## src/design/wrapped_phase_laplacian_3d_top_defines.svh

```systemverilog
// ----------------------------------------------------------------------------
// Assertion macros for the wrapped phase Laplacian block
// Shared concurrent check forms, clocked on clk and disabled during reset.
// ----------------------------------------------------------------------------
`ifndef WRAPPED_PHASE_LAPLACIAN_3D_TOP_DEFINES_SVH
`define WRAPPED_PHASE_LAPLACIAN_3D_TOP_DEFINES_SVH

// cons holds in the same cycle as ante
`define WPL3D_ASSERT_IMPLY(lbl, ante, cons, msg) \
	lbl: assert property (@(posedge clk) disable iff (!arst_n) (ante) |-> (cons)) \
		else $error(msg);

// cons holds in the cycle after ante
`define WPL3D_ASSERT_NEXT(lbl, ante, cons, msg) \
	lbl: assert property (@(posedge clk) disable iff (!arst_n) (ante) |=> (cons)) \
		else $error(msg);

`endif

```

## src/design/wpl3d_pkg.sv

```systemverilog
// ----------------------------------------------------------------------------
// wpl3d_pkg
// Types, widths and fixed-point constants of the wrapped phase Laplacian.
// ----------------------------------------------------------------------------
package wpl3d_pkg;

	localparam int FRAC_BITS  = 12;
	localparam int PHASE_W    = 16;
	localparam int LAP_W      = 21;
	localparam int SIZE_W     = 9;
	localparam int COORD_W    = 8;
	localparam int SXY_W      = 17;
	localparam int IDX_W      = 25;
	localparam int CD_W       = 19;
	localparam int ACC_W      = 22;
	localparam int CFG_IDX_W  = 3;
	localparam int CFG_DATA_W = 9;
	localparam int MAP_W      = 34;
	localparam int INT13_SH   = 13;

	// 2pi in Q32, rounded to nearest to Q.FRAC_BITS
	localparam longint TWOPI_Q32 = 64'sd26986075409;
	localparam longint TWOPI_QL  =
		(TWOPI_Q32 + (64'sd1 <<< (31 - FRAC_BITS))) >>> (32 - FRAC_BITS);

	localparam logic signed [CD_W+1:0]  TWOPI_CD  = (CD_W+2)'(TWOPI_QL);
	localparam logic signed [PHASE_W:0] TWOPI_MUL = (PHASE_W+1)'(TWOPI_QL);
	localparam logic signed [PHASE_W:0] INT13_OFS = (PHASE_W+1)'(4096);
	localparam logic signed [MAP_W-1:0] INT13_RND = MAP_W'(4096);

	localparam logic signed [MAP_W-1:0] PH_HI = MAP_W'((64'sd1 <<< (PHASE_W-1)) - 1);
	localparam logic signed [MAP_W-1:0] PH_LO = -PH_HI - MAP_W'(1);
	localparam logic signed [ACC_W-1:0] LAP_HI = ACC_W'((64'sd1 <<< (LAP_W-1)) - 1);
	localparam logic signed [ACC_W-1:0] LAP_LO = -LAP_HI - ACC_W'(1);

	localparam logic [SIZE_W-1:0] SIZE_MIN = SIZE_W'(1);
	localparam logic [SIZE_W-1:0] SIZE_MAX = SIZE_W'(256);

	localparam logic FUNC_LOAD = 1'b0;
	localparam logic FUNC_READ = 1'b1;

	localparam logic [CFG_IDX_W-1:0] REG_SIZE_X = 3'd0;
	localparam logic [CFG_IDX_W-1:0] REG_SIZE_Y = 3'd1;
	localparam logic [CFG_IDX_W-1:0] REG_SIZE_Z = 3'd2;
	localparam logic [CFG_IDX_W-1:0] REG_TWO_D  = 3'd3;
	localparam logic [CFG_IDX_W-1:0] REG_INT13  = 3'd4;

	typedef logic signed [PHASE_W-1:0] phase_t;
	typedef logic signed [LAP_W-1:0]   lap_t;
	typedef logic signed [CD_W-1:0]    cd_t;
	typedef logic [IDX_W-1:0]          idx_t;
	typedef logic [SIZE_W-1:0]         size_t;
	typedef logic [COORD_W-1:0]        coord_t;

	typedef struct packed {
		size_t             sx;
		size_t             sy;
		size_t             sz;
		logic [SXY_W-1:0]  sxy;
		idx_t              total;
		logic              two_d;
		logic              int13;
		logic              settled;
		logic              clear;
	} cfg_t;

endpackage

```

## src/design/wpl3d_cfg_if.sv

```systemverilog
// ----------------------------------------------------------------------------
// wpl3d_cfg_if
// Register write channel: register index and write data.
// ----------------------------------------------------------------------------
interface wpl3d_cfg_if import wpl3d_pkg::*; ();
	logic                  valid;
	logic                  ready;
	logic [CFG_IDX_W-1:0]  index;
	logic [CFG_DATA_W-1:0] data;

	modport source (output valid, output index, output data, input ready);
	modport sink (input valid, input index, input data, output ready);
endinterface

```

## src/design/wpl3d_cfg.sv

```systemverilog
// ----------------------------------------------------------------------------
// wpl3d_cfg
// Configuration registers, size clamping and volume extent products.
// ----------------------------------------------------------------------------
module wpl3d_cfg import wpl3d_pkg::*; (
	input  logic          clk,
	input  logic          arst_n,
	wpl3d_cfg_if.sink     cfg,
	output cfg_t          regs
);

	localparam logic [1:0] SETTLE_CYC = 2'd2;

	size_t                    sx_q;
	size_t                    sy_q;
	size_t                    sz_q;
	logic [SXY_W-1:0]         sxy_q;
	idx_t                     total_q;
	logic                     two_d_q;
	logic                     int13_q;
	logic [1:0]               settle_q;
	size_t                    wr_size;
	logic                     clear;
	logic [2*SIZE_W-1:0]      sxy_full;
	logic [SXY_W+SIZE_W-1:0]  total_full;

	assign cfg.ready = 1'b1;

	always_comb begin
		priority if (cfg.data == '0) begin
			wr_size = SIZE_MIN;
		end else if (cfg.data > SIZE_MAX) begin
			wr_size = SIZE_MAX;
		end else begin
			wr_size = cfg.data;
		end
	end

	assign clear = cfg.valid && (cfg.index == REG_SIZE_X || cfg.index == REG_SIZE_Y ||
		cfg.index == REG_SIZE_Z);

	assign sxy_full   = sx_q * sy_q;
	assign total_full = sxy_q * sz_q;

	always_ff @(posedge clk or negedge arst_n) begin
		if (!arst_n) begin
			sx_q     <= SIZE_MIN;
			sy_q     <= SIZE_MIN;
			sz_q     <= SIZE_MIN;
			sxy_q    <= SXY_W'(1);
			total_q  <= IDX_W'(1);
			two_d_q  <= 1'b0;
			int13_q  <= 1'b0;
			settle_q <= '0;
		end else begin
			sxy_q   <= sxy_full[SXY_W-1:0];
			total_q <= total_full[IDX_W-1:0];
			if (clear) begin
				settle_q <= SETTLE_CYC;
			end else if (settle_q != '0) begin
				settle_q <= settle_q - 2'd1;
			end
			if (cfg.valid) begin
				unique case (cfg.index)
					REG_SIZE_X: sx_q    <= wr_size;
					REG_SIZE_Y: sy_q    <= wr_size;
					REG_SIZE_Z: sz_q    <= wr_size;
					REG_TWO_D:  two_d_q <= cfg.data[0];
					REG_INT13:  int13_q <= cfg.data[0];
					default: begin
					end
				endcase
			end
		end
	end

	assign regs.sx      = sx_q;
	assign regs.sy      = sy_q;
	assign regs.sz      = sz_q;
	assign regs.sxy     = sxy_q;
	assign regs.total   = total_q;
	assign regs.two_d   = two_d_q;
	assign regs.int13   = int13_q;
	assign regs.settled = (settle_q == '0);
	assign regs.clear   = clear;

endmodule

```

## src/flat_wrapper.sv

```systemverilog
// flat-port wrapper written by rule: the top's interface ports become plain ports
module wpl3d_cfg_flat import wpl3d_pkg::*;
  (clk, arst_n, regs, cfg_valid, cfg_index, cfg_data, cfg_ready);
  wpl3d_cfg_if cfg_i ();
  input  logic clk;
  input  logic arst_n;
  output cfg_t regs;
  input wire logic [$bits(cfg_i.valid)-1:0] cfg_valid;
  input wire logic [$bits(cfg_i.index)-1:0] cfg_index;
  input wire logic [$bits(cfg_i.data)-1:0] cfg_data;
  output wire logic [$bits(cfg_i.ready)-1:0] cfg_ready;
  assign cfg_i.valid = cfg_valid;
  assign cfg_i.index = cfg_index;
  assign cfg_i.data = cfg_data;
  assign cfg_ready = cfg_i.ready;
  wpl3d_cfg u_core (.clk(clk), .arst_n(arst_n), .cfg(cfg_i), .regs(regs));
endmodule
```

## config.mk

```make
export PLATFORM = sky130hd
export DESIGN_NAME = wpl3d_cfg_flat
export DESIGN_NICKNAME = d
export VERILOG_FILES = /design/src/design/wrapped_phase_laplacian_3d_top_defines.svh /design/src/design/wpl3d_pkg.sv /design/src/design/wpl3d_cfg_if.sv /design/src/design/wpl3d_cfg.sv /design/src/flat_wrapper.sv
export SDC_FILE = /design/constraint.sdc
export NUM_CORES = 1
export LEC_CHECK = 0
export ABC_AREA = 1
export BUFFER_PORTS_ARGS = -buffer_cell sky130_fd_sc_hd__buf_4
export CAP_MARGIN = 40
export CORE_MARGIN = 8
export CORE_UTILIZATION = 50
export CTS_CLUSTER_DIAMETER = 120
export CTS_CLUSTER_SIZE = 10
export DETAILED_ROUTE_END_ITERATION = 10
export GPL_ROUTABILITY_DRIVEN = 0
export PLACE_DENSITY_LB_ADDON = 0.2
export RECOVER_POWER = 50
export REMOVE_ABC_BUFFERS = 1
export SYNTH_ARGS = -nofsm -noshare
export SYNTH_HDL_FRONTEND = slang
export SYNTH_SLANG_ARGS = --single-unit
```

## constraint.sdc

```tcl
create_clock -name clk -period 5.45 [get_ports clk]
set_input_delay 1.09 -clock clk [delete_from_list [all_inputs] [get_ports clk]]
set_output_delay 1.09 -clock clk [all_outputs]
set_load 0.005 [all_outputs]
```

After elaboration in Yosys (flattened, before gate mapping)
Cells that the tools add are included.

operators by class
  add/subtract/negate cells = 1
  multiply operators = 2
  order comparisons = 1
  equal/unequal tests = 4
  muxes and demuxes = 4
  reductions and logical operators = 13

operators with widths
  cell                                                  count
  multiplier 17 x 9 -> 25 bit                           1
  two-way mux 9 bit                                     2
  multiplier 9 x 9 -> 17 bit                            1
  AND reduction 2 bit                                   5
  greater-than comparator 9 bit, second input constant  1
  zero test 9 bit                                       1
  equality test 3 x 2 -> 1 bit, second input constant   2
  two-way mux 2 bit                                     2
  nonzero test 2 bit                                    2
  equality test 3 x 1 -> 1 bit, second input constant   1
  equality test 3 bit, second input constant            1
  zero test 3 bit                                       1
  zero test 2 bit                                       1
  logical OR 1 bit                                      2
  subtractor 2 x 1 -> 2 bit, second input constant      1
  logical AND 1 bit                                     1

word-level totals
  register bits = 73
  input port bits = 15
  logic and storage cells = 33

Longest topological paths before layout
  depth after elaboration = 5
  depth in mapped cells = 23

Worst setup path after synthesis
Ideal clock, no wire load.

  kind = register -> register
  from = register u_core.sz_q[0]
  to = register u_core.total_q[16]
  library setup time = 0.126 ns
  arrival time = 4.284 ns
  required time = 5.324 ns
  path slack = 1.040 ns
  stages on the path, launching flop included = 19
  path buffers = 2
  path through = dfstp_2 clkbuf_1 clkbuf_1 nand2_1 fa_1 inv_1 fa_1 fa_1 inv_1 fa_1 inv_1 ha_1 nand2_1 inv_1 a21oi_1 nand2_2 nand2_1 nand2_1 xor2_1

between the ends
  cells in the longest elaborated chain, start to end = 1

RTL lines
  item                         line             text
  start: declaration           wpl3d_cfg.sv:16  size_t sz_q;
  start signal: assignment     wpl3d_cfg.sv:67  REG_SIZE_Z: sz_q <= wr_size;
  multiplier 17 x 9 -> 25 bit  wpl3d_cfg.sv:43  assign total_full = sxy_q * sz_q;
  net u_core.total_full[16]    wpl3d_cfg.sv:25  logic [SXY_W+SIZE_W-1:0] total_full;
  end signal: assignment       wpl3d_cfg.sv:57  total_q <= total_full[IDX_W-1:0];
  end: declaration             wpl3d_cfg.sv:18  idx_t total_q;

The timed path passes the listed nets, and every way through them passes these cells.
A chain may end at the register's enable or synchronous reset.

Worst setup path in the final report
  from = register u_core.sz_q[0]
  to = register u_core.total_q[21]

The elaborated chain is that of the path after synthesis.

==> reports/results.tsv <==
metric	value	unit
final instance area	0.01134	mm2
vias	8064	
synth unique cells	32	
CTS tree	built	
Max clock buf depth	2	
Die Height	159.3	um
initial drt markers	388	
Synth area leader	fa_1	
combinational share of power	57.5	%
post-route antenna net violation count	0	
clock power share	17.1	%
yosys warns	0	
Post-synth top cells	nand2_1 (440), inv_1 (391), fa_1 (154), ha_1 (81), dfrtp_1 (68)	
H-tree Lvls	3	
post-synthesis cell area	0.01027	mm2
Max Clk Rate	207.4	MHz
Slowest cell on crit path	dfstp_1	
CP startpoint	u_core.sz_q[0]$_DFFE_PN1P_	
minimum clock period	4.821	ns
CTS root buffer	clkbuf_16	
slowest stage delay, CP	0.99	ns
chip width	159.3	um
Top FF cell, synth	dfrtp_1	
Synth Instances	1377	
reg-to-reg startpoint	u_core.sz_q[0]$_DFFE_PN1P_	
Final Util	56.04	%
Critical Path AT	5.07	ns
clock sink total	73	
I/O pin cnt	89	
period utilisation layout	88.45	%
routed wire length	23710	um
top-count cell post-synth	nand2_1	
Worst path depth	17	
die area	0.02539	mm2
R2R setup slack	0.63	ns
Worst slew margin	-84.36	%
final setup TNS	0	ns
metal2 WL	12140	um
Pre-antenna DRT Iters	6	
CP Cell Sequence	nand2_1 > fa_1 > inv_1 > fa_1 > fa_1 > inv_1 > fa_1 > inv_1 > ha_1 > nand2_1 > inv_1 > a21oi_1 > nand3_1 > nand2_1 > nand2_1 > nand2_1 > nand2_1	
Mapped Avg Cell Area	7.461	um2
number of enable flip-flop cells after synthesis	0	
layout cell share with drive strength beyond 1	8.028	%
met1 wire length	10140	um
part of the power in registers	25.4	%
top cell type's share of synthesized area	30.01	%
max-slew violation count	54	
peak supply drop	0.1756	mV
Crit path max-delay family	adder cells	
status	finished with violations	
starting density of the core	50.77	%
wire length per cell	14.03	um
RSZ-0062 raised after global routing	no	
Tot GR Track Use	19.41	%
Post-DP Area	0.01104	mm2
DP Worst Slack	0.8335	ns
Post-Layout Cell Count	1690	
Hold-fix buffers, CTS	0	
area of the core	0.02023	mm2
crit-path max FO	19	
R2R Path End	u_core.total_q[21]$_DFF_PN0_	
LEAKAGE	7.316	nW
register bit count reported by yosys	73	
grt ovf	0	
HP Class	flop to flop	
worst skew pair latency	0.36	ns
first-pass GRT wire length	40710	um
worst setup path endpoint	u_core.total_q[21]$_DFF_PN0_	
post_cts resized	0	
failing checks	capacitance limit, slew limit	
Crit path required time	5.70	ns
Synth async-reset ratio	100.0	%
Port Buf Inserts	87	
Row Count	52	
vias per cell	4.772	
total CTS buffers	9	
startpoint types	flop	
diodes inserted	0	
Int Pwr	0.002109	W
Reg2Reg Depth	17	
Synth area leaders	fa_1 (30%), dfrtp_1 (17%), nand2_1 (16%)	
CP Buf/Inv Count	4	
Setup CP Type	flop to flop	
placed insts	1674	
pwr dens	360.4	mW/mm2
Setup crit end kind	flop	
Setup Skew	0.01086	ns
DR top layer	met4	
Layout fillers	1944	
Worst-path clk slew	0.06	ns
WL met3	967	um
switching power	0.001978	W
hpwl dp	19000	um
nets@finish	1665	
final setup margin	0.6294	ns
largest net degree at the start of global routing	54	
vias in the first global route	8593	
# DRC	0	
antenna violations before repair	0	
switching share of power	48.40	%
area delta synth->final	10.36	%
Worst-Margin Slew	2.765	ns
max cap viols	1	
Setup Fix Bufs, Post-CTS	0	
final setup fails	0	
post-synthesis sequential area ratio	17.84	%
final hold viol count	0	
most frequent CP cell	nand2_1	
state kept, by name (all words and copies together), names as in the netlist:
| signal | count |
|---|---|
| u_core.sy_q | 9 |
| u_core.int13_q | 1 |
| u_core.two_d_q | 1 |
| u_core.settle_q | 2 |
| u_core.sx_q | 9 |
| u_core.total_q | 25 |
| u_core.sxy_q | 17 |
| u_core.sz_q | 9 |
layout make-up:
cell class | instances | area [um2] | share of cell area (%)
inverter | 392 | 1471 | 12.98
clock buffer | 10 | 239.0 | 2.108
timing repair buffer | 88 | 645.6 | 5.694
clock inverter | 6 | 97.59 | 0.8607
multi-input combinational | 851 | 6714 | 59.21
tap | 270 | 337.8 | 2.979
sequential | 73 | 1833 | 16.17
how the worst min path moves through the flow:
| stage | cells past startpoint | slack, ns | endpoint | startpoint |
|---|---|---|---|---|
| after floorplan | 2 | 0.48 | u_core.int13_q$_DFFE_PN0P_ | u_core.int13_q$_DFFE_PN0P_ |
| after global placement | 2 | 0.48 | u_core.int13_q$_DFFE_PN0P_ | u_core.int13_q$_DFFE_PN0P_ |
| after CTS | 2 | 0.51 | u_core.int13_q$_DFFE_PN0P_ | u_core.int13_q$_DFFE_PN0P_ |
| after detailed placement | 2 | 0.49 | u_core.int13_q$_DFFE_PN0P_ | u_core.int13_q$_DFFE_PN0P_ |
| final | 2 | 0.51 | u_core.int13_q$_DFFE_PN0P_ | u_core.int13_q$_DFFE_PN0P_ |
| after global routing | 2 | 0.56 | u_core.settle_q[1]$_DFFE_PN0P_ | u_core.settle_q[1]$_DFFE_PN0P_ |
cell usage in the layout, fill, tap and decap left out, types with 2 or more instances in the layout:
cell type	count
a21oi_1	26
a22o_1	3
a31oi_1	3
and2_1	3
buf_4	63
bufinv_16	2
clkbuf_1	4
clkbuf_16	9
clkbuf_4	21
dfrtp_1	68
dfstp_1	2
dfstp_2	3
fa_1	154
ha_1	81
inv_1	391
inv_6	2
nand2_1	440
nand2_2	4
nand3_1	33
nand3b_1	2
nand4_1	4
nor2_1	49
nor2_2	4
nor3_1	3
o21ai_0	9
o21bai_1	6
xnor2_1	5
xor2_1	16
per-layer routing:
layer  vias up  GRT usage, %
li1       3956             -
met1      3895         22.54
met2       178         35.84
met3        35         3.438
met4         0         5.660
met5         -             0
cells by family (layout without fill, tap and decap cells):
group,after synthesis,after routing,synth area share (%)
buffers and inverters,453,496,16.78
other,1,1,0.03650
AO/OA/AOI/OAI,50,50,2.813
XOR/XNOR,21,21,1.790
AND/OR/NAND/NOR,544,544,20.86
flip-flops,73,73,17.84
adder cells (fa/ha/maj),235,235,39.87
power groups by stage:
stage / clock (W) / sequential [W] / combinational [W]
after floorplan: 0 / 0.000929 / 0.00168
after global placement: 0 / 0.00105 / 0.00230
after detailed placement: 0 / 0.00105 / 0.00238
after CTS: 0.000707 / 0.00104 / 0.00240
after global routing: 0.000726 / 0.00107 / 0.00274
final: 0.000697 / 0.00104 / 0.00235
per-stage QoR:
step | hold slack [ns] | power [W]
final | 0.5055 | 0.004087
after floorplan | 0.4761 | 0.002606
after global placement | 0.4806 | 0.003353
after global routing | 0.5565 | 0.004530
after CTS | 0.5106 | 0.004143
after detailed placement | 0.4920 | 0.003425
tightest hold or removal path, cell delays in order, from the launching register on:
cell	delay, ns
dfrtp_1	0.34
nand2_1	0.05
o21ai_0	0.07
(Power assumes the default switching activity.)
