### src/design/wrapped_phase_laplacian_3d_top_defines.svh
// ----------------------------------------------------------------------------
// Assertion macros for the wrapped phase Laplacian block
// Shared concurrent check forms, clocked on clk and disabled during reset.
// ----------------------------------------------------------------------------
`ifndef WRAPPED_PHASE_LAPLACIAN_3D_TOP_DEFINES_SVH
`define WRAPPED_PHASE_LAPLACIAN_3D_TOP_DEFINES_SVH

// cons holds in the same cycle as ante
`define WPL3D_ASSERT_IMPLY(lbl, ante, cons, msg) \
	lbl: assert property (@(posedge clk) disable iff (!arst_n) (ante) |-> (cons)) \
		else $error(msg);

// cons holds in the cycle after ante
`define WPL3D_ASSERT_NEXT(lbl, ante, cons, msg) \
	lbl: assert property (@(posedge clk) disable iff (!arst_n) (ante) |=> (cons)) \
		else $error(msg);

`endif

### src/design/wpl3d_pkg.sv
// ----------------------------------------------------------------------------
// wpl3d_pkg
// Types, widths and fixed-point constants of the wrapped phase Laplacian.
// ----------------------------------------------------------------------------
package wpl3d_pkg;

	localparam int FRAC_BITS  = 12;
	localparam int PHASE_W    = 16;
	localparam int LAP_W      = 21;
	localparam int SIZE_W     = 9;
	localparam int COORD_W    = 8;
	localparam int SXY_W      = 17;
	localparam int IDX_W      = 25;
	localparam int CD_W       = 19;
	localparam int ACC_W      = 22;
	localparam int CFG_IDX_W  = 3;
	localparam int CFG_DATA_W = 9;
	localparam int MAP_W      = 34;
	localparam int INT13_SH   = 13;

	// 2pi in Q32, rounded to nearest to Q.FRAC_BITS
	localparam longint TWOPI_Q32 = 64'sd26986075409;
	localparam longint TWOPI_QL  =
		(TWOPI_Q32 + (64'sd1 <<< (31 - FRAC_BITS))) >>> (32 - FRAC_BITS);

	localparam logic signed [CD_W+1:0]  TWOPI_CD  = (CD_W+2)'(TWOPI_QL);
	localparam logic signed [PHASE_W:0] TWOPI_MUL = (PHASE_W+1)'(TWOPI_QL);
	localparam logic signed [PHASE_W:0] INT13_OFS = (PHASE_W+1)'(4096);
	localparam logic signed [MAP_W-1:0] INT13_RND = MAP_W'(4096);

	localparam logic signed [MAP_W-1:0] PH_HI = MAP_W'((64'sd1 <<< (PHASE_W-1)) - 1);
	localparam logic signed [MAP_W-1:0] PH_LO = -PH_HI - MAP_W'(1);
	localparam logic signed [ACC_W-1:0] LAP_HI = ACC_W'((64'sd1 <<< (LAP_W-1)) - 1);
	localparam logic signed [ACC_W-1:0] LAP_LO = -LAP_HI - ACC_W'(1);

	localparam logic [SIZE_W-1:0] SIZE_MIN = SIZE_W'(1);
	localparam logic [SIZE_W-1:0] SIZE_MAX = SIZE_W'(256);

	localparam logic FUNC_LOAD = 1'b0;
	localparam logic FUNC_READ = 1'b1;

	localparam logic [CFG_IDX_W-1:0] REG_SIZE_X = 3'd0;
	localparam logic [CFG_IDX_W-1:0] REG_SIZE_Y = 3'd1;
	localparam logic [CFG_IDX_W-1:0] REG_SIZE_Z = 3'd2;
	localparam logic [CFG_IDX_W-1:0] REG_TWO_D  = 3'd3;
	localparam logic [CFG_IDX_W-1:0] REG_INT13  = 3'd4;

	typedef logic signed [PHASE_W-1:0] phase_t;
	typedef logic signed [LAP_W-1:0]   lap_t;
	typedef logic signed [CD_W-1:0]    cd_t;
	typedef logic [IDX_W-1:0]          idx_t;
	typedef logic [SIZE_W-1:0]         size_t;
	typedef logic [COORD_W-1:0]        coord_t;

	typedef struct packed {
		size_t             sx;
		size_t             sy;
		size_t             sz;
		logic [SXY_W-1:0]  sxy;
		idx_t              total;
		logic              two_d;
		logic              int13;
		logic              settled;
		logic              clear;
	} cfg_t;

endpackage

### src/design/wpl3d_circ.sv
// ----------------------------------------------------------------------------
// wpl3d_circ
// Circular difference b - a, folded by 2pi toward the smallest magnitude.
// ----------------------------------------------------------------------------
module wpl3d_circ import wpl3d_pkg::*; (
	input  cd_t a,
	input  cd_t b,
	output cd_t y
);

	function automatic logic [CD_W+1:0] mag_of(input logic signed [CD_W+1:0] v);
		mag_of = v[CD_W+1] ? $unsigned(-v) : $unsigned(v);
	endfunction

	logic signed [CD_W:0]   d;
	logic signed [CD_W+1:0] d_x;
	logic signed [CD_W+1:0] up;
	logic signed [CD_W+1:0] dn;
	logic [CD_W+1:0]        mag_d;
	logic [CD_W+1:0]        mag_up;
	logic [CD_W+1:0]        mag_dn;

	assign d      = (CD_W+1)'(b) - (CD_W+1)'(a);
	assign d_x    = (CD_W+2)'(d);
	assign up     = d_x + TWOPI_CD;
	assign dn     = d_x - TWOPI_CD;
	assign mag_d  = mag_of(d_x);
	assign mag_up = mag_of(up);
	assign mag_dn = mag_of(dn);

	always_comb begin
		priority if (mag_up < mag_d) begin
			y = up[CD_W-1:0];
		end else if (mag_dn < mag_d) begin
			y = dn[CD_W-1:0];
		end else begin
			y = d_x[CD_W-1:0];
		end
	end

endmodule

### config.mk
export PLATFORM = sky130hd
export DESIGN_NAME = wpl3d_circ
export DESIGN_NICKNAME = d
export VERILOG_FILES = /design/src/design/wrapped_phase_laplacian_3d_top_defines.svh /design/src/design/wpl3d_pkg.sv /design/src/design/wpl3d_circ.sv
export SDC_FILE = /design/constraint.sdc
export NUM_CORES = 1
export LEC_CHECK = 0
export BUFFER_PORTS_ARGS = -buffer_cell sky130_fd_sc_hd__buf_2
export CAP_MARGIN = 10
export CORE_MARGIN = 4
export CORE_UTILIZATION = 40
export DETAILED_ROUTE_END_ITERATION = 16
export MAX_ROUTING_LAYER = met4
export PLACE_DENSITY = 0.64
export RECOVER_POWER = 100
export SETUP_SLACK_MARGIN = 0.4
export SYNTH_ARGS = -nofsm -noshare
export SYNTH_HDL_FRONTEND = slang
export SYNTH_SLANG_ARGS = --single-unit
### constraint.sdc
create_clock -name vclk -period 16.4
set_input_delay 3.28 -clock vclk [all_inputs]
set_output_delay 3.28 -clock vclk [all_outputs]
set_load 0.1 [all_outputs]
After elaboration in Yosys (flattened, before gate mapping)

Cells that the tools add are included.

Muxes and demuxes: 5
Add/subtract/negate cells: 6
Order comparisons: 2

Operators by type and width:

| cell                   | count |
|---|---|
| $mux 21                | 3 |
| $lt 21x21->1           | 2 |
| $neg 21->21            | 2 |
| $mux 19                | 2 |
| $add 20x16->21 const B | 1 |
| $neg 20->21            | 1 |
| $sub 20x16->21 const B | 1 |
| $sub 19x19->20         | 1 |

Flip-flop bits (word level): 0
Logic and storage cells: 13
Output and inout port bits: 19
Input bits: 38

Logic depth before layout (Yosys ltp)

Gate-level depths: netlist (run 1).

Depth in word-level cells: 7
Mapped depth: 28
Depth with buffers taken out: 25

Worst setup path after synthesis (run 1)

No wires, ideal clock.

Kind: input -> output
From: input b[0]
To: output y[4]
Arrival: 10.386 ns
Required time: 13.120 ns
Path slack: 2.734 ns
Buffers on the path: 2
Cell stages on the path: 25
Path through: inv_1 > ha_1 > fa_1 > nor2b_1 > o21ai_1 > a21boi_0 > o22ai_1 > a211o_1 > a211oi_1 > o2111a_1 > a21oi_1 > buf_2 > nor2_1 > xnor2_1 > ha_1 > o21a_1 > o21a_1 > o21a_1 > o21ai_0 > a21oi_1 > or3_1 > a21oi_1 > clkbuf_1 > mux2_2 > o21ai_0

Word-level cells in the longest chain between the ends: 7
Elaborated cells on any way between the ends: 13
Classes of those cells: add/sub (6); order compare (2); mux (5)

RTL lines:

| what             | RTL line         | text |
|---|---|---|
| from (decl)      | wpl3d_circ.sv:7  | `input cd_t b,` |
| $sub 19x19->20 * | wpl3d_circ.sv:23 | `assign d = (CD_W+1)'(b) - (CD_W+1)'(a);` |
| $sub 20x16->21   | wpl3d_circ.sv:26 | `assign dn = d_x - TWOPI_CD;` |
| $neg 21->21      | wpl3d_circ.sv:12 | `mag_of = v[CD_W+1] ? $unsigned(-v) : $unsigned(v);` |
| $mux 21          | wpl3d_circ.sv:12 |  |
| $lt 21x21->1     | wpl3d_circ.sv:34 | `end else if (mag_dn < mag_d) begin` |
| $mux 19          | wpl3d_circ.sv:34 |  |
| $mux 19 *        | wpl3d_circ.sv:32 | `priority if (mag_up < mag_d) begin` |
| to (decl)        | wpl3d_circ.sv:8  | `output cd_t y` |

Mark *: on every way between the ends. The rest lies on a longest branch, timed or not.

Worst setup path in the final report (run 1)

From: input a[0]
To: output y[9]

Word-level cells in the longest chain between the ends: 7
Elaborated cells on any way between the ends: 13
Classes of those cells: add/sub (6); order compare (2); mux (5)

RTL lines:

| what             | RTL line         | text |
|---|---|---|
| from (decl)      | wpl3d_circ.sv:6  | `input cd_t a,` |
| $sub 19x19->20 * | wpl3d_circ.sv:23 |  |
| $sub 20x16->21   | wpl3d_circ.sv:26 |  |
| $neg 21->21      | wpl3d_circ.sv:12 |  |
| $mux 21          | wpl3d_circ.sv:12 |  |
| $lt 21x21->1     | wpl3d_circ.sv:34 |  |
| $mux 19          | wpl3d_circ.sv:34 |  |
| $mux 19 *        | wpl3d_circ.sv:32 |  |

Marks and branches as above.

==> impl_metrics.csv, run 1 <==
group,metric,value,unit
placement,dpl.hpwl,11800,µm
placement,pre_cts_ws,3.04,ns
timing,worstMarginPinSlew,1.18,ns
layout,layoutNonFillerInstCount,842,
route,drc,0,
timing,fmax,71.9,MHz
synth,synth_cell_types,75,
pwr,peakVddDrop,0.000100,V
grt,antenna_found_initial,0,
grt,grt_overflow,0,
cts,holdBufCountCts,0,
route,wl_per_cell,16.8,µm
synth,synth_top_area_share,17.6,%
timing,finalSetupTns,0,ns
placement,placement.io_buffers,57,
worst_setup_path,critPathTopFamily,"compound AO/OA/AOI/OAI gates",
timing,setup_viol,0,
synth,yosysSeqAreaShare,0,%
worst_setup_path,max_stage_delay,0.90,ns
layout,seqCellArea,0,µm²
worst_setup_path,crit_path_start_kind,"primary input",
flow_run,drv_cap,0,
synth,synth_common_cells,"83 x xnor2_1, 65 x ha_1, 55 x nor2_1",
synth,yosys.cell_count.top_type,"xnor2_1",
timing,period_share,84.9,%
route,final_antenna_net_count,0,
hold_path,hp-class,"primary input to primary output",
pwr,pwr_density_cell,155,nW/µm²
timing,finalCriticalPeriod,13.92,ns
worst_setup_path,critical_path_required,13.12,ns
floorplanning,ios,57,
layout,diodes,0,
synth,syn_area,4630,µm²
route,via_per_inst,5.92,
grt,grt_max_degree,25,
layout,drive_gt1_share,9.44,%
synth,synth_area_per_cell,6.96,µm²
floorplanning,dieArea,13400,µm²
timing,slew_headroom,21.5,%
synth,post-synth-top-area-cell,"ha_1",
route,drt_wl_total,14200,µm
placement,placed_cells,842,
worst_setup_path,path_common_cell,"ha_1",
grt,grt.total_usage,21.3,%
timing,rsz0062_at_grt,"no",
timing,final_hold_viol_count,0,
route,drtPass1Iterations,5,
grt,grt_pass1_vias,4778,
placement,gp_congestion,0.915,
floorplanning,design.core.area,11400,µm²
cts,cts_setup_buffers,0,
floorplanning,initial_utilization,40.7,%
layout,nFlopsAndLatches,0,
worst_setup_path,crit_type,"primary input to primary output",
synth,synth_warnings,0,
worst_setup_path,worst-path-max-fanout,12,
route,vias,4985,
route,drt_iter0_markers,254,
layout,area_growth,7.95,%
synth,synth_area_leaders,"ha_1 18%, xnor2_1 16%, a21oi_1 5.2%",
timing,drv_slew,0,
floorplanning,rows,39,
worst_setup_path,worstSetupEndpointType,"primary output",
worst_setup_path,cp_data_arrival_time,10.64,ns
timing,worst_hold_slack,7.36,ns
floorplanning,die_w,116,µm
cts,cts_resized,0,
synth,synthCells,665,
layout,nets,805,
worst_setup_path,critPathBufInv,4,
worst_setup_path,cp_slowest_cell,"clkbuf_1",
floorplanning,die_h,116,µm
layout,n_clock_buffer,0,
outcome,outcome,"complete, no violations",
pwr,p_leak,2.14,nW
timing,final.setup.worst_slack,2.48,ns
grt,grt_pass1_wl,23100,µm
layout by cell type (no fill, tap or decap), drive strengths merged, types with 5 or more instances in the layout:
master | Yosys | final
xnor2 | 83 | 83
ha | 65 | 65
nor2 | 55 | 55
nand2 | 51 | 51
a21oi | 51 | 51
buf | 9 | 44
o21ai | 35 | 35
inv | 28 | 28
a21o | 21 | 21
nor3 | 20 | 20
clkbuf | 22 | 19
nand4 | 18 | 18
xor2 | 16 | 16
o21a | 14 | 14
a31oi | 12 | 12
and2 | 11 | 11
nand3 | 11 | 11
or3 | 11 | 11
a211oi | 11 | 11
nand2b | 9 | 9
o211ai | 9 | 9
nor4 | 7 | 7
a211o | 7 | 7
o31ai | 6 | 6
mux2i | 6 | 6
o211a | 6 | 6
nor2b | 5 | 5
and3 | 5 | 5
path summary, 6_finish.rpt:
check             cells after the start  slack, ns  start   end
setup / recovery                     25       2.48   a[0]  y[9]
hold / removal                        4       7.36   a[0]  y[0]
cell type report:
cell class | count | area, µm²
multi-input combinational | 608 | 4400
fill | 1215 | 6370
inverter | 28 | 105
tap | 143 | 179
timing repair buffer | 63 | 307
power breakdown:
| group | switching [mW] | total [mW] | internal, mW |
|---|---|---|---|
| clock | 0 | 0 | 0 |
| sequential | 0 | 0 | 0 |
| combinational | 0.540 | 0.773 | 0.232 |
kinds of logic (layout without fill, tap and decap cells):
group,Yosys count,in the layout,share of synthesized area [%]
xor+xnor,99,99,19.1
compound gates,212,212,32.0
buf+inv,59,91,5.11
fa+ha+maj,66,66,18.0
simple gates,219,219,23.7
mux,8,8,1.78
other cells,2,4,0.162
through the flow:
stage	power (mW)	cell area, µm²	utilization [%]
3_3_place_gp	0.763	5020	44.1
5_1_grt	0.837	4990	43.9
2_1_floorplan	0.625	4630	-
3_5_place_dp	0.772	5020	44.1
6_report	0.773	4990	43.9
4_1_cts	0.776	5020	44.1
layer usage:
layer,global-route usage [%],share of wire (%),vias to the layer above
met5,-,0,-
met4,2.50,1.1,0
met3,0.574,4.3,14
met2,36.4,48,152
met1,29.1,47,2298
li1,-,-,2521
Power figures use the tool's default switching activity.
==> run 2: changes to the inputs <==
--- a/config.mk
+++ b/config.mk
@@ -11,7 +11,7 @@
 export CORE_UTILIZATION = 40
 export DETAILED_ROUTE_END_ITERATION = 16
 export MAX_ROUTING_LAYER = met4
-export PLACE_DENSITY = 0.64
+export PLACE_DENSITY = 0.66
 export RECOVER_POWER = 100
 export SETUP_SLACK_MARGIN = 0.4
 export SYNTH_ARGS = -nofsm -noshare
==> constraint.sdc (replaced) <==
create_clock -name vclk -period 12.6
set_input_delay 2.52 -clock vclk [all_inputs]
set_output_delay 2.52 -clock vclk [all_outputs]
set_load 0.1 [all_outputs]
==> run 2 against run 1 <==
Compared with the run above: design area grew 1.1%; non-clock buffer count increased by 5; first-iteration DRC count increased by 83%; critical path depth grew 1; sequential share of layout area did not move; routed wire length rose by 1.1%; critical endpoint is now y[5]; via count up 2.6%; combinational power increased by 31%; power is 31% higher; core utilization grew 0.47 points; sequential cell count stayed put.
==> impl_metrics.csv, run 2 (synthesized netlist as in run 1, its figures left out) <==
group,metric,value,unit
timing,final_hold_viol_count,0,
timing,period_share,95.3,%
timing,finalCriticalPeriod,12.01,ns
layout,drive_gt1_share,11.6,%
floorplanning,rows,39,
pwr,p_leak,2.20,nW
route,drtPass1Iterations,6,
layout,n_clock_buffer,0,
pwr,pwr_density_cell,200,nW/µm²
outcome,outcome,"complete, no violations",
grt,grt.total_usage,21.5,%
floorplanning,die_w,116,µm
timing,drv_slew,0,
pwr,peakVddDrop,0.000160,V
timing,slew_headroom,22.0,%
floorplanning,design.core.area,11400,µm²
layout,final_cell_mix,"83 x xnor2_1, 65 x ha_1, 55 x nor2_1",
route,vias,5117,
worst_setup_path,critical_path_required,10.08,ns
grt,grt_pass1_vias,4761,
floorplanning,initial_utilization,40.7,%
layout,nFlopsAndLatches,0,
grt,grt_max_degree,23,
layout,nets,810,
timing,setup_viol,0,
layout,layout_commonest_cell,"xnor2_1",
floorplanning,dieArea,13400,µm²
layout,diodes,0,
grt,antenna_found_initial,0,
route,wl_per_cell,16.9,µm
worst_setup_path,crit_type,"primary input to primary output",
placement,dpl.hpwl,11900,µm
placement,gp_congestion,0.993,
hold_path,hp-class,"primary input to primary output",
cts,holdBufCountCts,0,
grt,grt_pass1_wl,23400,µm
route,final_antenna_net_count,0,
layout,layoutNonFillerInstCount,847,
route,drt_wl_total,14300,µm
grt,grt_overflow,0,
worst_setup_path,crit_path_start_kind,"primary input",
placement,placed_cells,847,
cts,cts_setup_buffers,0,
route,via_per_inst,6.04,
layout,seqCellArea,0,µm²
route,drc,0,
timing,finalSetupTns,0,ns
route,drt_iter0_markers,464,
timing,worstMarginPinSlew,1.18,ns
floorplanning,ios,57,
timing,fmax,83.3,MHz
floorplanning,die_h,116,µm
timing,rsz0062_at_grt,"no",
flow_run,drv_cap,0,
layout,area_growth,9.11,%
worst_setup_path,cp_data_arrival_time,9.49,ns
layout,fill_cells,1196,
worst_setup_path,worst-path-max-fanout,11,
placement,placement.io_buffers,57,
worst_setup_path,worstSetupEndpointType,"primary output",
[run 2: where the power goes]
part | total (mW) | switching, mW | internal, mW
sequential | 0 | 0 | 0
clock | 0 | 0 | 0
combinational | 1.01 | 0.698 | 0.312
total | 1.01 | 0.698 | 0.312
[run 2: layout make-up]
cell class | count | area, µm² | share of cell area [%]
multi-input combinational | 608 | 4410 | 87.3
inverter | 28 | 105 | 2.08
timing repair buffer | 68 | 357 | 7.06
tap | 143 | 179 | 3.54
[run 2: final timing paths]
check  from  endpoint  depth (start not counted)
max    a[0]      y[5]                         26
min    a[0]      y[0]                          4
[run 2: repair_timing]
item	in CTS	in global routing
setup endpoints to repair	0	8
resized for setup	0	5
hold endpoints to repair	0	0
[run 2: per-stage QoR]
step | power [mW] | hold slack (ns) | worst slack, ns | instance area [µm²] | util (%)
after detailed placement | 1.00 | 5.60 | 0.529 | 5060 | 44.5
after CTS | 1.01 | 5.61 | 0.480 | 5060 | 44.5
after floorplan | 0.813 | 5.54 | 0.454 | 4630 | -
final | 1.01 | 5.82 | 0.592 | 5050 | 44.4
after global placement | 0.994 | 5.61 | 0.485 | 5060 | 44.5
after global routing | 1.09 | 5.85 | 0.243 | 5050 | 44.4
[run 2: layer usage]
layer | vias to the layer above | share of wire [%] | global-route usage, %
met2 | 166 | 46 | 36.0
met1 | 2386 | 46 | 29.3
li1 | 2537 | - | -
met5 | - | 0 | -
met4 | 0 | 2.2 | 3.60
met3 | 28 | 5.8 | 0.783
[run 2: worst max-delay path, stage by stage]
cell	delay (ns)
buf_2	0.10
ha_1	0.21
fa_1	0.41
nand2b_1	0.21
a21oi_2	0.14
xor2_1	0.38
inv_2	0.15
or4_1	0.60
o211a_4	0.32
or3_4	0.40
a211oi_4	0.47
a21o_4	0.28
nor2_1	0.05
a21oi_1	0.11
ha_1	0.24
o21a_1	0.19
o21a_1	0.16
o21a_1	0.16
o21a_1	0.16
o21ai_0	0.14
nand2_1	0.10
a31oi_2	0.51
and3b_1	0.24
a21oi_1	0.17
xnor2_1	0.15
clkbuf_1	0.88
==> run 3: changes to the inputs <==
--- a/config.mk
+++ b/config.mk
@@ -8,10 +8,10 @@
 export BUFFER_PORTS_ARGS = -buffer_cell sky130_fd_sc_hd__buf_2
 export CAP_MARGIN = 10
 export CORE_MARGIN = 4
-export CORE_UTILIZATION = 40
+export CORE_UTILIZATION = 55
 export DETAILED_ROUTE_END_ITERATION = 16
 export MAX_ROUTING_LAYER = met4
-export PLACE_DENSITY = 0.66
+export PLACE_DENSITY = 0.84
 export RECOVER_POWER = 100
 export SETUP_SLACK_MARGIN = 0.4
 export SYNTH_ARGS = -nofsm -noshare
==> run 3 against run 2 <==
Compared with the run above: non-clock buffer count is 5 higher; critical path depth is 1 lower; combinational power hardly changed; setup slack worse by 0.12 ns; sequential cell count stayed put; routed wire length is 0.15% higher; via count is 2.7% higher; worst hold slack better by 0.019 ns; critical endpoint is now y[7]; maximum frequency is 1.0% lower; global-route usage is 7.0 points higher; highest routed layer unchanged; largest cell class unchanged; power is 1.2% higher.
==> impl_metrics.csv, run 3 (synthesized netlist as in run 1, its figures left out) <==
group,metric,value,unit
grt,grt_max_degree,24,
flow_run,drv_cap,0,
hold_path,hp-class,"primary input to primary output",
floorplanning,dieArea,9940,µm²
layout,area_growth,9.06,%
pwr,p_comb_share,100.0,%
worst_setup_path,cp_data_arrival_time,9.61,ns
pwr,pwr-share-seq,0,%
worst_setup_path,critical_path_required,10.08,ns
timing,worstMarginPinSlew,1.18,ns
timing,rsz0062_at_grt,"no",
grt,grt_pass1_vias,4908,
cts,holdBufCountCts,0,
grt,grt_overflow,0,
outcome,outcome,"complete, no violations",
grt,grt.total_usage,28.5,%
layout,layoutNonFillerInstCount,814,
pwr,internal_power,0.319,mW
route,drt_iter0_markers,364,
grt,antenna_found_initial,0,
floorplanning,die_w,99.7,µm
cts,cts_setup_buffers,0,
floorplanning,die_h,99.7,µm
layout,nets,815,
route,drt_wl_total,14300,µm
timing,fmax,82.4,MHz
route,drc,0,
timing,period_share,96.3,%
timing,worst_hold_slack,5.84,ns
floorplanning,design.core.area,8220,µm²
layout,seqCellArea,0,µm²
worst_setup_path,worstSetupEndpointType,"primary output",
timing,finalSetupTns,0,ns
pwr,switching_share,68.8,%
grt,grt_pass1_wl,23300,µm
worst_setup_path,crit_path_start_kind,"primary input",
timing,slew_headroom,21.8,%
pwr,p_leak,2.23,nW
floorplanning,rows,33,
worst_setup_path,crit_type,"primary input to primary output",
worst_setup_path,worst-path-max-fanout,11,
layout,drive_gt1_share,12.7,%
route,final_antenna_net_count,0,
pwr,netSwitchingPower,0.703,mW
placement,gp_congestion,0.988,
timing,finalCriticalPeriod,12.13,ns
timing,setup_viol,0,
route,drtPass1Iterations,5,
floorplanning,initial_utilization,56.3,%
pwr,clkPwrFrac,0,%
layout,n_clock_buffer,0,
route,vias,5254,
layout,final_cell_mix,"83 x xnor2_1, 65 x ha_1, 55 x nor2_1",
pwr,pwr_density_cell,203,nW/µm²
route,via_per_inst,6.45,
placement,dpl.hpwl,11800,µm
layout,nFlopsAndLatches,0,
layout,layout_commonest_cell,"xnor2_1",
placement,placement.io_buffers,57,
cts,cts_resized,0,
pwr,peakVddDrop,0.000125,V
route,wl_per_cell,17.6,µm
layout,diodes,0,
timing,final_hold_viol_count,0,
timing,drv_slew,0,
placement,placed_cells,814,
floorplanning,ios,57,
## run 3: cell types whose count changed in the layout (fill, tap and decap cells not counted), sizes merged
| cell | change |
|---|---|
| buf | +5 |
## run 3: stage by stage
stage                     util, %  worst slack (ns)  area, µm²  total power, mW
after global placement       61.4             0.804       5050            0.984
after floorplan                 -             0.454       4630            0.813
after CTS                    61.4             0.720       5050             1.01
after detailed placement     61.4             0.732       5050             1.01
after global routing         61.4             0.266       5050             1.10
final                        61.4             0.469       5050             1.02
## run 3: final timing paths
kind	start	end	slack, ns	cells after the start
worst max-delay path	a[0]	y[7]	0.47	25
worst min-delay path	a[0]	y[0]	5.84	4
## run 3: area by class of cell
type | instances | area, µm²
inverters | 28 | 105
well taps | 105 | 131
fillers | 779 | 3170
repair buffers | 73 | 397
multi-input cells | 608 | 4410
## run 3: per-layer routing
layer	global-route usage, %	vias up	routed length, µm
li1	-	2551	-
met1	37.8	2420	6260
met2	48.7	261	6830
met3	1.26	22	1050
met4	4.41	0	209
met5	-	-	0
## run 3: power groups by stage
stage / combinational, mW / sequential (mW) / clock [mW]
3_5_place_dp: 1.01 / 0 / 0
6_report: 1.02 / 0 / 0
2_1_floorplan: 0.813 / 0 / 0
5_1_grt: 1.10 / 0 / 0
3_3_place_gp: 0.984 / 0 / 0
4_1_cts: 1.01 / 0 / 0
## run 3: critical path: stages
cell      delay, ns
buf_2          0.10
ha_1           0.22
fa_1           0.44
nand2b_1       0.22
a21oi_2        0.15
xor2_1         0.46
inv_2          0.18
or4_1          0.62
o211a_4        0.32
or3_4          0.40
a211oi_4       0.47
a21o_4         0.28
nor2_1         0.06
a21oi_1        0.13
ha_1           0.25
o21a_1         0.19
o21a_1         0.18
o21a_1         0.17
o21a_1         0.16
o21ai_0        0.21
nand2_1        0.10
a31oi_2        0.47
mux2i_1        0.28
xnor2_1        0.15
clkbuf_1       0.89
